[config.mk]
export PLATFORM = sky130hd
export DESIGN_NAME = integer_literal_lexer
export DESIGN_NICKNAME = d
export VERILOG_FILES = /design/src/sv/ill_pkg.sv /design/src/sv/ill_step.sv /design/src/sv/ill_classify.sv /design/src/sv/integer_literal_lexer.sv
export SDC_FILE = /design/constraint.sdc
export NUM_CORES = 1
export LEC_CHECK = 0
export ABC_AREA = 1
export BUFFER_PORTS_ARGS = -buffer_cell sky130_fd_sc_hd__buf_2
export CAP_MARGIN = 20
export CORE_MARGIN = 4
export CORE_UTILIZATION = 58
export DETAILED_ROUTE_END_ITERATION = 8
export MAX_ROUTING_LAYER = met4
export PLACE_DENSITY = 0.75
export SLEW_MARGIN = 5
export SYNTH_ARGS = -nofsm -noshare
export SYNTH_HDL_FRONTEND = slang
export SYNTH_SLANG_ARGS = --single-unit
[constraint.sdc]
create_clock -name clk -period 4.7 [get_ports clk]
set_clock_uncertainty 0.15 [all_clocks]
set_input_delay 0.47 -clock clk [delete_from_list [all_inputs] [get_ports clk]]
set_output_delay 0.47 -clock clk [all_outputs]
set_load 0.02 [all_outputs]
[src/sv/ill_pkg.sv]
`default_nettype none

package ill_pkg;

	localparam int CHAR_W  = 16;
	localparam int VALUE_W = 64;
	localparam int TYPE_W  = 3;
	localparam int SFX_LEN = 3;
	localparam int SFX_CNT_W = 3;
	localparam int SFX_IDX_W = 2;
	localparam int OUT_DATA_W = 72;

	// literal types
	localparam logic [TYPE_W-1:0] TYPE_INT16  = 3'd0;
	localparam logic [TYPE_W-1:0] TYPE_INT32  = 3'd1;
	localparam logic [TYPE_W-1:0] TYPE_INT64  = 3'd2;
	localparam logic [TYPE_W-1:0] TYPE_UINT16 = 3'd3;
	localparam logic [TYPE_W-1:0] TYPE_UINT32 = 3'd4;
	localparam logic [TYPE_W-1:0] TYPE_UINT64 = 3'd5;

	// character codes
	localparam logic [CHAR_W-1:0] CH_0  = 16'h0030;
	localparam logic [CHAR_W-1:0] CH_9  = 16'h0039;
	localparam logic [CHAR_W-1:0] CH_UA = 16'h0041;
	localparam logic [CHAR_W-1:0] CH_UB = 16'h0042;
	localparam logic [CHAR_W-1:0] CH_UF = 16'h0046;
	localparam logic [CHAR_W-1:0] CH_UX = 16'h0058;
	localparam logic [CHAR_W-1:0] CH_LA = 16'h0061;
	localparam logic [CHAR_W-1:0] CH_LB = 16'h0062;
	localparam logic [CHAR_W-1:0] CH_LF = 16'h0066;
	localparam logic [CHAR_W-1:0] CH_LX = 16'h0078;
	localparam logic [CHAR_W-1:0] CH_1  = 16'h0031;
	localparam logic [CHAR_W-1:0] CH_2  = 16'h0032;
	localparam logic [CHAR_W-1:0] CH_3  = 16'h0033;
	localparam logic [CHAR_W-1:0] CH_4  = 16'h0034;
	localparam logic [CHAR_W-1:0] CH_6  = 16'h0036;
	localparam logic [CHAR_W-1:0] CH_LS = 16'h0073;
	localparam logic [CHAR_W-1:0] CH_LU = 16'h0075;

	// accepted suffixes, index equals the literal type
	localparam logic [CHAR_W-1:0] SFX_FORMS [6][SFX_LEN] = '{
		'{CH_LS, CH_1, CH_6}, '{CH_LS, CH_3, CH_2}, '{CH_LS, CH_6, CH_4},
		'{CH_LU, CH_1, CH_6}, '{CH_LU, CH_3, CH_2}, '{CH_LU, CH_6, CH_4}
	};

	typedef enum logic [2:0] {
		PH_START,
		PH_ZERO,
		PH_DEC,
		PH_BIN,
		PH_HEX,
		PH_OCT,
		PH_SUFFIX
	} phase_t;

	typedef struct packed {
		phase_t               phase;
		logic [VALUE_W-1:0]   acc;
		logic                 ovf;
		logic [SFX_CNT_W-1:0] sfx_cnt;
	} lex_state_t;

	typedef struct packed {
		logic                 en;
		logic [SFX_IDX_W-1:0] idx;
	} sfx_wr_t;

endpackage

`default_nettype wire

[src/sv/ill_step.sv]
`default_nettype none

module ill_step (
	input  wire ill_pkg::lex_state_t      cur,
	input  wire logic [ill_pkg::CHAR_W-1:0] ch,
	output ill_pkg::lex_state_t           nxt,
	output ill_pkg::sfx_wr_t              sfx_wr
);
	import ill_pkg::*;

	logic       do_radix;
	logic [4:0] radix;
	logic [4:0] dval;
	logic       is_digit;
	logic [VALUE_W+3:0] prod;
	logic [VALUE_W+3:0] sum;

	// digit decode for the current radix
	always_comb begin
		dval = '0;
		is_digit = 1'b0;
		if (ch >= CH_0 && ch <= CH_9) begin
			dval = 5'(ch - CH_0);
			is_digit = 1'b1;
		end else if (ch >= CH_LA && ch <= CH_LF) begin
			dval = 5'(ch - CH_LA + 16'd10);
			is_digit = 1'b1;
		end else if (ch >= CH_UA && ch <= CH_UF) begin
			dval = 5'(ch - CH_UA + 16'd10);
			is_digit = 1'b1;
		end
		if (dval >= radix) begin
			is_digit = 1'b0;
		end
	end

	// multiply by radix as shifts, overflow when the sum passes 64 bits
	always_comb begin
		case (radix)
			5'd2:    prod = {3'b0, cur.acc, 1'b0};
			5'd8:    prod = {1'b0, cur.acc, 3'b0};
			5'd16:   prod = {cur.acc, 4'b0};
			default: prod = {1'b0, cur.acc, 3'b0} + {3'b0, cur.acc, 1'b0};
		endcase
		sum = prod + (VALUE_W+4)'(dval);
	end

	always_comb begin
		do_radix = 1'b0;
		radix = 5'd10;
		nxt = cur;
		unique case (cur.phase)
			PH_START: begin
				if (ch == CH_0) begin
					nxt.phase = PH_ZERO;
				end else begin
					nxt.phase = PH_DEC;
					do_radix = 1'b1;
				end
			end
			PH_ZERO: begin
				if (ch == CH_LB || ch == CH_UB) begin
					nxt.phase = PH_BIN;
				end else if (ch == CH_LX || ch == CH_UX) begin
					nxt.phase = PH_HEX;
				end else begin
					nxt.phase = PH_OCT;
					radix = 5'd8;
					do_radix = 1'b1;
				end
			end
			PH_DEC: do_radix = 1'b1;
			PH_BIN: begin
				radix = 5'd2;
				do_radix = 1'b1;
			end
			PH_HEX: begin
				radix = 5'd16;
				do_radix = 1'b1;
			end
			PH_OCT: begin
				radix = 5'd8;
				do_radix = 1'b1;
			end
			default: ;
		endcase

		sfx_wr.en = 1'b0;
		sfx_wr.idx = cur.sfx_cnt[SFX_IDX_W-1:0];
		if (do_radix && is_digit) begin
			if (!cur.ovf) begin
				if (|sum[VALUE_W+3:VALUE_W]) begin
					nxt.ovf = 1'b1;
				end else begin
					nxt.acc = sum[VALUE_W-1:0];
				end
			end
		end else if (do_radix || cur.phase == PH_SUFFIX) begin
			// character belongs to the suffix
			nxt.phase = PH_SUFFIX;
			sfx_wr.en = (cur.sfx_cnt < SFX_CNT_W'(SFX_LEN));
			if (cur.sfx_cnt < SFX_CNT_W'(SFX_LEN + 1)) begin
				nxt.sfx_cnt = cur.sfx_cnt + 1'b1;
			end
		end
	end

endmodule

`default_nettype wire

[src/sv/ill_classify.sv]
`default_nettype none

module ill_classify (
	input  wire ill_pkg::lex_state_t        st,
	input  wire logic [ill_pkg::CHAR_W-1:0] sfx [ill_pkg::SFX_LEN],
	output logic [ill_pkg::VALUE_W-1:0]     literal_value,
	output logic [ill_pkg::TYPE_W-1:0]      literal_type,
	output logic                            too_large,
	output logic                            bad_suffix
);
	import ill_pkg::*;

	logic [5:0] hit;

	always_comb begin
		for (int k = 0; k < 6; k++) begin
			hit[k] = (sfx[0] == SFX_FORMS[k][0]) && (sfx[1] == SFX_FORMS[k][1]) &&
				(sfx[2] == SFX_FORMS[k][2]);
		end
	end

	always_comb begin
		literal_value = st.ovf ? '0 : st.acc;
		too_large = st.ovf;
		bad_suffix = 1'b0;
		literal_type = TYPE_INT16;
		if (st.sfx_cnt == '0) begin
			if (literal_value[VALUE_W-1:31] == '0) begin
				literal_type = TYPE_INT32;
			end else if (!literal_value[VALUE_W-1]) begin
				literal_type = TYPE_INT64;
			end else begin
				literal_type = TYPE_UINT64;
			end
		end else begin
			bad_suffix = 1'b1;
			if (st.sfx_cnt == SFX_CNT_W'(SFX_LEN)) begin
				for (int k = 5; k >= 0; k--) begin
					if (hit[k]) begin
						literal_type = TYPE_W'(k);
						bad_suffix = 1'b0;
					end
				end
			end
		end
	end

endmodule

`default_nettype wire

[src/sv/integer_literal_lexer.sv]
// integer literal lexer
// input channel s_*: one character of a token per word, s_tdata holds the
// 16-bit code point, s_tlast marks the final character of the token.
// the token may start with 0b/0B (binary), 0x/0X (hex), 0 (octal) or a
// nonzero digit (decimal); trailing characters form a type suffix.
// output channel m_*: one word per token, carrying value, type and flags.
// a character is registered in the input stage when accepted and is then
// lexed into the lexer state; the result word for a token is registered as
// its last character is lexed, which waits while the result register is full.
// throughput: one character per cycle unless a last character waits, limited
// by the accumulate (shift-and-add by radix plus the digit) and overflow test.
// a stalled receiver holds the result word; the input register keeps
// taking characters of the next token until a second last character has
// to wait, then s_tready drops.
// reset clears the lexer state, the input stage flags and the result valid.
`default_nettype none

module integer_literal_lexer (
	input  wire logic clk,
	input  wire logic arst_n,
	input  wire logic s_tvalid,
	output logic      s_tready,
	input  wire logic [15:0] s_tdata, // char_code[15:0]
	input  wire logic s_tlast,        // last_char
	output logic      m_tvalid,
	input  wire logic m_tready,
	output logic [ill_pkg::OUT_DATA_W-1:0] m_tdata // literal_value[63:0],
	// literal_type[66:64], too_large[67], bad_suffix[68], zero fill [71:69]
);
	import ill_pkg::*;

	// input stage
	logic                valid_s1;
	logic [CHAR_W-1:0]   char_s1;
	logic                last_s1;

	// lexer state
	lex_state_t          state_q;
	lex_state_t          state_nxt;
	sfx_wr_t             sfx_wr;
	logic [CHAR_W-1:0]   sfx_q   [SFX_LEN];
	logic [CHAR_W-1:0]   sfx_nxt [SFX_LEN];

	// result
	logic [VALUE_W-1:0]  value_c;
	logic [TYPE_W-1:0]   type_c;
	logic                too_large_c;
	logic                bad_c;
	logic                out_valid_q;
	logic [OUT_DATA_W-1:0] out_data_q;

	logic out_free;
	logic adv_s1;

	assign out_free = !out_valid_q || m_tready;
	// a final character may only retire when the result register is free
	assign adv_s1   = valid_s1 && (!last_s1 || out_free);
	assign s_tready = !valid_s1 || adv_s1;
	assign m_tvalid = out_valid_q;
	assign m_tdata  = out_data_q;

	ill_step u_step (
		.cur    (state_q),
		.ch     (char_s1),
		.nxt    (state_nxt),
		.sfx_wr (sfx_wr)
	);

	// suffix characters as they stand after this character
	always_comb begin
		for (int i = 0; i < SFX_LEN; i++) begin
			sfx_nxt[i] = (sfx_wr.en && sfx_wr.idx == SFX_IDX_W'(i)) ? char_s1 : sfx_q[i];
		end
	end

	ill_classify u_classify (
		.st            (state_nxt),
		.sfx           (sfx_nxt),
		.literal_value (value_c),
		.literal_type  (type_c),
		.too_large     (too_large_c),
		.bad_suffix    (bad_c)
	);

	always_ff @(posedge clk or negedge arst_n) begin
		if (!arst_n) begin
			valid_s1 <= 1'b0;
			last_s1 <= 1'b0;
		end else if (s_tready) begin
			valid_s1 <= s_tvalid;
			last_s1 <= s_tlast;
		end
	end

	always_ff @(posedge clk) begin
		if (s_tready && s_tvalid) begin
			char_s1 <= s_tdata;
		end
	end

	always_ff @(posedge clk or negedge arst_n) begin
		if (!arst_n) begin
			state_q <= '{phase: PH_START, acc: '0, ovf: 1'b0, sfx_cnt: '0};
		end else if (adv_s1) begin
			if (last_s1) begin
				// token done, back to start for the next one
				state_q <= '{phase: PH_START, acc: '0, ovf: 1'b0, sfx_cnt: '0};
			end else begin
				state_q <= state_nxt;
			end
		end
	end

	// suffix store needs no reset: only read after three writes of this token
	always_ff @(posedge clk) begin
		if (adv_s1 && sfx_wr.en) begin
			sfx_q[sfx_wr.idx] <= char_s1;
		end
	end

	always_ff @(posedge clk or negedge arst_n) begin
		if (!arst_n) begin
			out_valid_q <= 1'b0;
		end else if (adv_s1 && last_s1) begin
			out_valid_q <= 1'b1;
		end else if (m_tready) begin
			out_valid_q <= 1'b0;
		end
	end

	always_ff @(posedge clk) begin
		if (adv_s1 && last_s1) begin
			out_data_q <= {3'b0, bad_c, too_large_c, type_c, value_c};
		end
	end

endmodule

`default_nettype wire
==> results of run 1 <==
## cell families after synthesis
| family | after synthesis | share of synthesized area |
|---|---|---|
| AND/OR/NAND/NOR | 1895 | 0.400 |
| AO/OA/AOI/OAI | 315 | 0.0893 |
| buffers and inverters | 703 | 0.140 |
| XOR/XNOR | 53 | 0.0235 |
| adder cells (fa/ha/maj) | 80 | 0.0513 |
| flip-flops | 207 | 0.295 |
| multiplexers | 1 | 0.000506 |
| other | 1 | 0.000189 |
## timing repair
action,4_1_cts
gates cloned,3
setup endpoints to repair,134
resized for setup,153
endpoints found under the hold margin,42
hold buffers,18
pin swaps,47
setup buffers,98
## metrics by stage
stage                     hold slack (ps)  cell area, um^2   util
after floorplan                      24.4            19900      -
after global placement                270            25000  0.744
after detailed placement              287            25000  0.744
after CTS                            38.3            27100  0.805
## metal layers
layer,GRT overflow,GRT usage
met4,3,0.649
met1,0,0.744
met5,-,-
met3,4,0.565
met2,4,0.851
## Yosys cell counts, types with 4 or more instances
library cell,number
nor4_1,12
inv_2,12
xor2_1,38
edfxtp_1,133
nand3b_1,16
nand4_1,74
nand3_1,206
nor2_4,5
buf_4,12
xnor2_1,15
buf_6,8
a31oi_1,4
nand3_4,4
ha_1,78
nand2_2,7
nor3_1,29
o21ai_1,4
o22ai_1,89
inv_1,618
a21oi_1,93
dfrtp_1,74
o21ai_0,100
and3_1,4
and2_1,9
nor2_2,14
nand2_1,1173
a22oi_1,4
buf_2,24
nor2_1,333
clkbuf_1,26
==> impl_metrics.py, run 1 <==
metrics = {
    "synthesis": {
        "synth_top_area_cell": "nand2_1",
        "ys_types": 54,
        "async_flop_share": 0.357,
        "synth_area_um2": 19800,
        "postSynthAreaPerCell_um2": 6.08,
        "synth-seq-area-share": 0.295,
        "synthCells": 3255,
        "ys.flop_type": "edfxtp_1",
        "yosysTopAreaCellShare": 0.222,
        "synthTopCellsByArea": "nand2_1 22%, edfxtp_1 20%, inv_1 12%",
        "synth_seq_cells": 207,
        "synth_enable_flop_cells": 133,
        "ys.warnings.count": 0,
    },
    "outcome": {
        "haltStage": "global routing",
        "outcome": "aborted with a tool error",
        "stop_error": "[ERROR GRT-0232] Routing congestion too high. Check the congestion heatmap in the GUI.",
    },
    "place": {
        "placedCellCount": 4309,
        "place.detailed.hpwl_um": 63100,
        "place_ws_ps": -728,
        "gp_congestion": 1.12,
        "port-buffer-count": 91,
    },
    "floorplan": {
        "die_height_um": 193,
        "initial_core_util": 0.589,
        "row_count": 67,
        "io_pins": 95,
        "die_x_um": 193,
    },
    "clock_tree": {
        "cts_inserted_buffers": 20,
        "root_buffer": "clkbuf_16",
        "cts_buffer_depth": 3,
        "h-tree-depth": 1,
        "clkSinkCount": 207,
    },
    "global_routing": {
        "grt_usage": 0.723,
        "antenna_found_initial": 14,
        "grt_max_degree": 69,
        "overflow": 11,
    },
    "timing": {
        "worst_endpoint_kind": "register data pin",
        "worst_endpoint": "m_tdata[65]$_DFFE_PP_/D",
    },
}
==> run 2: changes to the inputs <==
--- a/config.mk
+++ b/config.mk
@@ -9,10 +9,9 @@
 export BUFFER_PORTS_ARGS = -buffer_cell sky130_fd_sc_hd__buf_2
 export CAP_MARGIN = 20
 export CORE_MARGIN = 4
-export CORE_UTILIZATION = 58
+export CORE_UTILIZATION = 40
 export DETAILED_ROUTE_END_ITERATION = 8
-export MAX_ROUTING_LAYER = met4
-export PLACE_DENSITY = 0.75
+export PLACE_DENSITY_LB_ADDON = 0.15
 export SLEW_MARGIN = 5
 export SYNTH_ARGS = -nofsm -noshare
 export SYNTH_HDL_FRONTEND = slang
==> constraint.sdc (replaced) <==
create_clock -name clk -period 6.11 [get_ports clk]
set_clock_uncertainty 0.15 [all_clocks]
set_input_delay 0.611 -clock clk [delete_from_list [all_inputs] [get_ports clk]]
set_output_delay 0.611 -clock clk [all_outputs]
set_load 0.02 [all_outputs]
==> run 2 against run 1 <==
Effect of this change:
- the flow now finishes without violations
- area after synthesis is the same
- synthesized cell count is the same
==> impl_metrics.py, run 2 <==
metrics = {
    "outcome": {
        "outcome": "finished, final reports clean",
    },
    "global_routing": {
        "grt_pass1_vias": 20136,
        "grt_max_degree": 69,
        "grt_pass1_wl_um": 120000,
        "antenna_found_initial": 1,
        "grt_usage": 0.291,
        "overflow": 0,
    },
    "routing": {
        "vias_per_cell": 5.26,
        "via_count": 21286,
        "drt_wl_total_um": 79500,
        "drt-wirelength-per-cell_um": 19.6,
        "drc": 0,
        "dr.pass1.iters": 5,
        "antenna_left": 0,
        "first_iter_violations": 2198,
    },
    "timing": {
        "worst_slew_pin_slew_ps": 978,
        "period_share": 0.922,
        "setup_viol": 0,
        "min_period_ps": 5630,
        "fmax_mhz": 178,
        "final.setup.tns_ps": 0,
        "hold_violations": 0,
        "final_max_slew_viol_count": 0,
        "relSlewSlack": 0.346,
        "hold_slack_ps": 95.1,
    },
    "floorplan": {
        "row_count": 81,
        "initial_core_util": 0.404,
        "die_height_um": 230,
        "die_x_um": 230,
        "design.die.area_um2": 53100,
        "core_um2": 49000,
        "io_pins": 95,
    },
    "clock_tree": {
        "cts_buffer_depth": 3,
        "cts_tree": "yes",
        "clkSinkCount": 207,
        "path_clk_slew_ps": 60,
        "root_buffer": "clkbuf_16",
        "h-tree-depth": 1,
        "insertion_delay_ps": 540,
        "cts_inserted_buffers": 23,
    },
    "worst_setup_path": {
        "cpLargestDelayFamily": "simple AND/OR/NAND/NOR gates",
        "path_max_fanout": 34,
        "crit_path_max_incr_delay_ps": 450,
        "critical_path_class": "reg -> reg",
        "timing.rr.end": "m_tdata[65]$_DFFE_PP_",
        "worst_setup_path_start_kind": "flip-flop",
        "worstSetupEndpointType": "flip-flop",
        "crit_top_cell": "nand2_1",
        "arrival_ps": 5760,
        "reg2reg_from": "char_s1[12]$_DFFE_PP_",
        "ff2ff_setup_slack_ps": 480,
        "cpMaxStageDelayCell": "edfxtp_1",
        "critPathRequiredTime_ps": 6240,
        "crit_buf_inv": 5,
        "reg2reg_depth": 33,
    },
    "pwr": {
        "power.internal_mw": 2.57,
        "ir_worst_vdd_mv": 0.257,
        "pwr-share-seq": 0.443,
        "powerDensity_nw_per_um2": 166,
        "share_comb_of_total_power": 0.169,
        "p_leak_nw": 11.3,
        "sw_frac_of_total": 0.300,
        "p_clk_frac": 0.388,
        "p_total_mw": 3.67,
        "power_switching_mw": 1.10,
    },
    "final_layout": {
        "largest_register_ff_count": 71,
        "fin_area_um2": 22100,
        "regMostFlops": "state_q",
        "final_cell_mix": "1,171 x nand2_1, 614 x inv_1, 328 x nor2_1",
        "num-fill-cells": 5316,
        "final_util": 0.451,
        "syn2layout_area_growth_pct": 11.5,
        "final_common_cell": "nand2_1",
        "nets": 3467,
        "drive_above_1_share": 0.0742,
    },
    "place": {
        "port-buffer-count": 91,
        "place.detailed.hpwl_um": 65100,
        "place_area_um2": 21100,
        "gp_congestion": 1.01,
    },
    "synthesis": {
        "yosys.cell_count.top_type": "nand2_1",
        "ys.flop_type": "edfxtp_1",
        "synthTopCellsByArea": "nand2_1 22%, edfxtp_1 20%, inv_1 12%",
        "postSynthAreaPerCell_um2": 6.08,
        "synthCells": 3255,
        "synth-seq-area-share": 0.295,
        "yosysTopAreaCellShare": 0.222,
        "synth_area_um2": 19800,
        "synth_seq_cells": 207,
        "synth_enable_flop_cells": 133,
        "ys.warnings.count": 0,
        "ys_types": 54,
        "async_flop_share": 0.357,
        "synth_commonest_cells": "1,173 x nand2_1, 618 x inv_1, 333 x nor2_1",
        "synth_top_area_cell": "nand2_1",
    },
    "min_path": {
        "hold_start": "s_tdata[8]",
        "whs_endpoint": "char_s1[8]$_DFFE_PP_",
        "worstHoldPathType": "in -> reg",
        "hold_depth": 1,
    },
    "run": {
        "cap_violations": 0,
    },
}
==> run 2: final cells by class <==
cell class | count | area [um^2] | area share
timing repair buffer | 152 | 981 | 0.0444
clock buffer | 29 | 598 | 0.0271
antenna | 1 | 2.50 | 0.000113
clock inverter | 12 | 151 | 0.00686
inverter | 632 | 2370 | 0.107
sequential | 207 | 5850 | 0.265
multi-input combinational | 2350 | 11300 | 0.511
tap | 664 | 831 | 0.0376
==> run 2: worst max path at each step <==
stage                            end  cells after the start  slack, ps                  start
3_3_place_gp   m_tdata[65]$_DFFE_PP_                     37        390   char_s1[1]$_DFFE_PP_
5_1_grt        m_tdata[65]$_DFFE_PP_                     34        -10   char_s1[1]$_DFFE_PP_
2_1_floorplan  m_tdata[65]$_DFFE_PP_                     41        950   char_s1[0]$_DFFE_PP_
4_1_cts        m_tdata[65]$_DFFE_PP_                     33        240   char_s1[1]$_DFFE_PP_
6_report       m_tdata[65]$_DFFE_PP_                     33        480  char_s1[12]$_DFFE_PP_
3_5_place_dp   m_tdata[65]$_DFFE_PP_                     32        280  char_s1[13]$_DFFE_PP_
==> run 2: layer usage <==
metal / up-vias / routed length (um) / global-route usage
met1: 9845 / 37500 / 0.436
met5: - / 12 / 0
met3: 114 / 6190 / 0.0368
met2: 815 / 33200 / 0.440
li1: 10510 / - / -
met4: 2 / 2550 / 0.0817
==> run 2: what timing repair did <==
item	4_1_cts	5_1_grt
setup buffers	0	7
setup endpoints to repair	0	65
hold buffers	1	0
gates resized for setup	0	16
hold endpoints to repair	30	0
==> run 2: logic make-up (layout without fill, tap and decap cells) <==
| family | Yosys count | after routing | share of synthesized area |
|---|---|---|---|
| multiplexers | 1 | 1 | 0.000506 |
| flip-flops | 207 | 207 | 0.295 |
| other | 1 | 4 | 0.000189 |
| adder cells (fa/ha/maj) | 80 | 80 | 0.0513 |
| AO/OA/AOI/OAI | 315 | 315 | 0.0893 |
| buffers and inverters | 703 | 825 | 0.140 |
| AND/OR/NAND/NOR | 1895 | 1898 | 0.400 |
| XOR/XNOR | 53 | 53 | 0.0235 |
==> run 2: stage by stage <==
stage | setup WS (ps) | instances
after floorplan | 953 | 3257
after global placement | 387 | 3994
after detailed placement | 276 | 3994
after CTS | 243 | 4036
after global routing | -10.4 | 4046
final | 479 | 4047
==> run 2: power groups by stage <==
stage	sequential (mW)	combinational (mW)	clock, mW
CTS	1.63	0.601	1.46
global route	1.63	0.676	1.51
global placement	1.65	0.601	0
finish	1.63	0.621	1.43
floorplan	1.68	0.363	0
detailed placement	1.65	0.598	0
No activity file was read; power rests on OpenSTA's default activity.
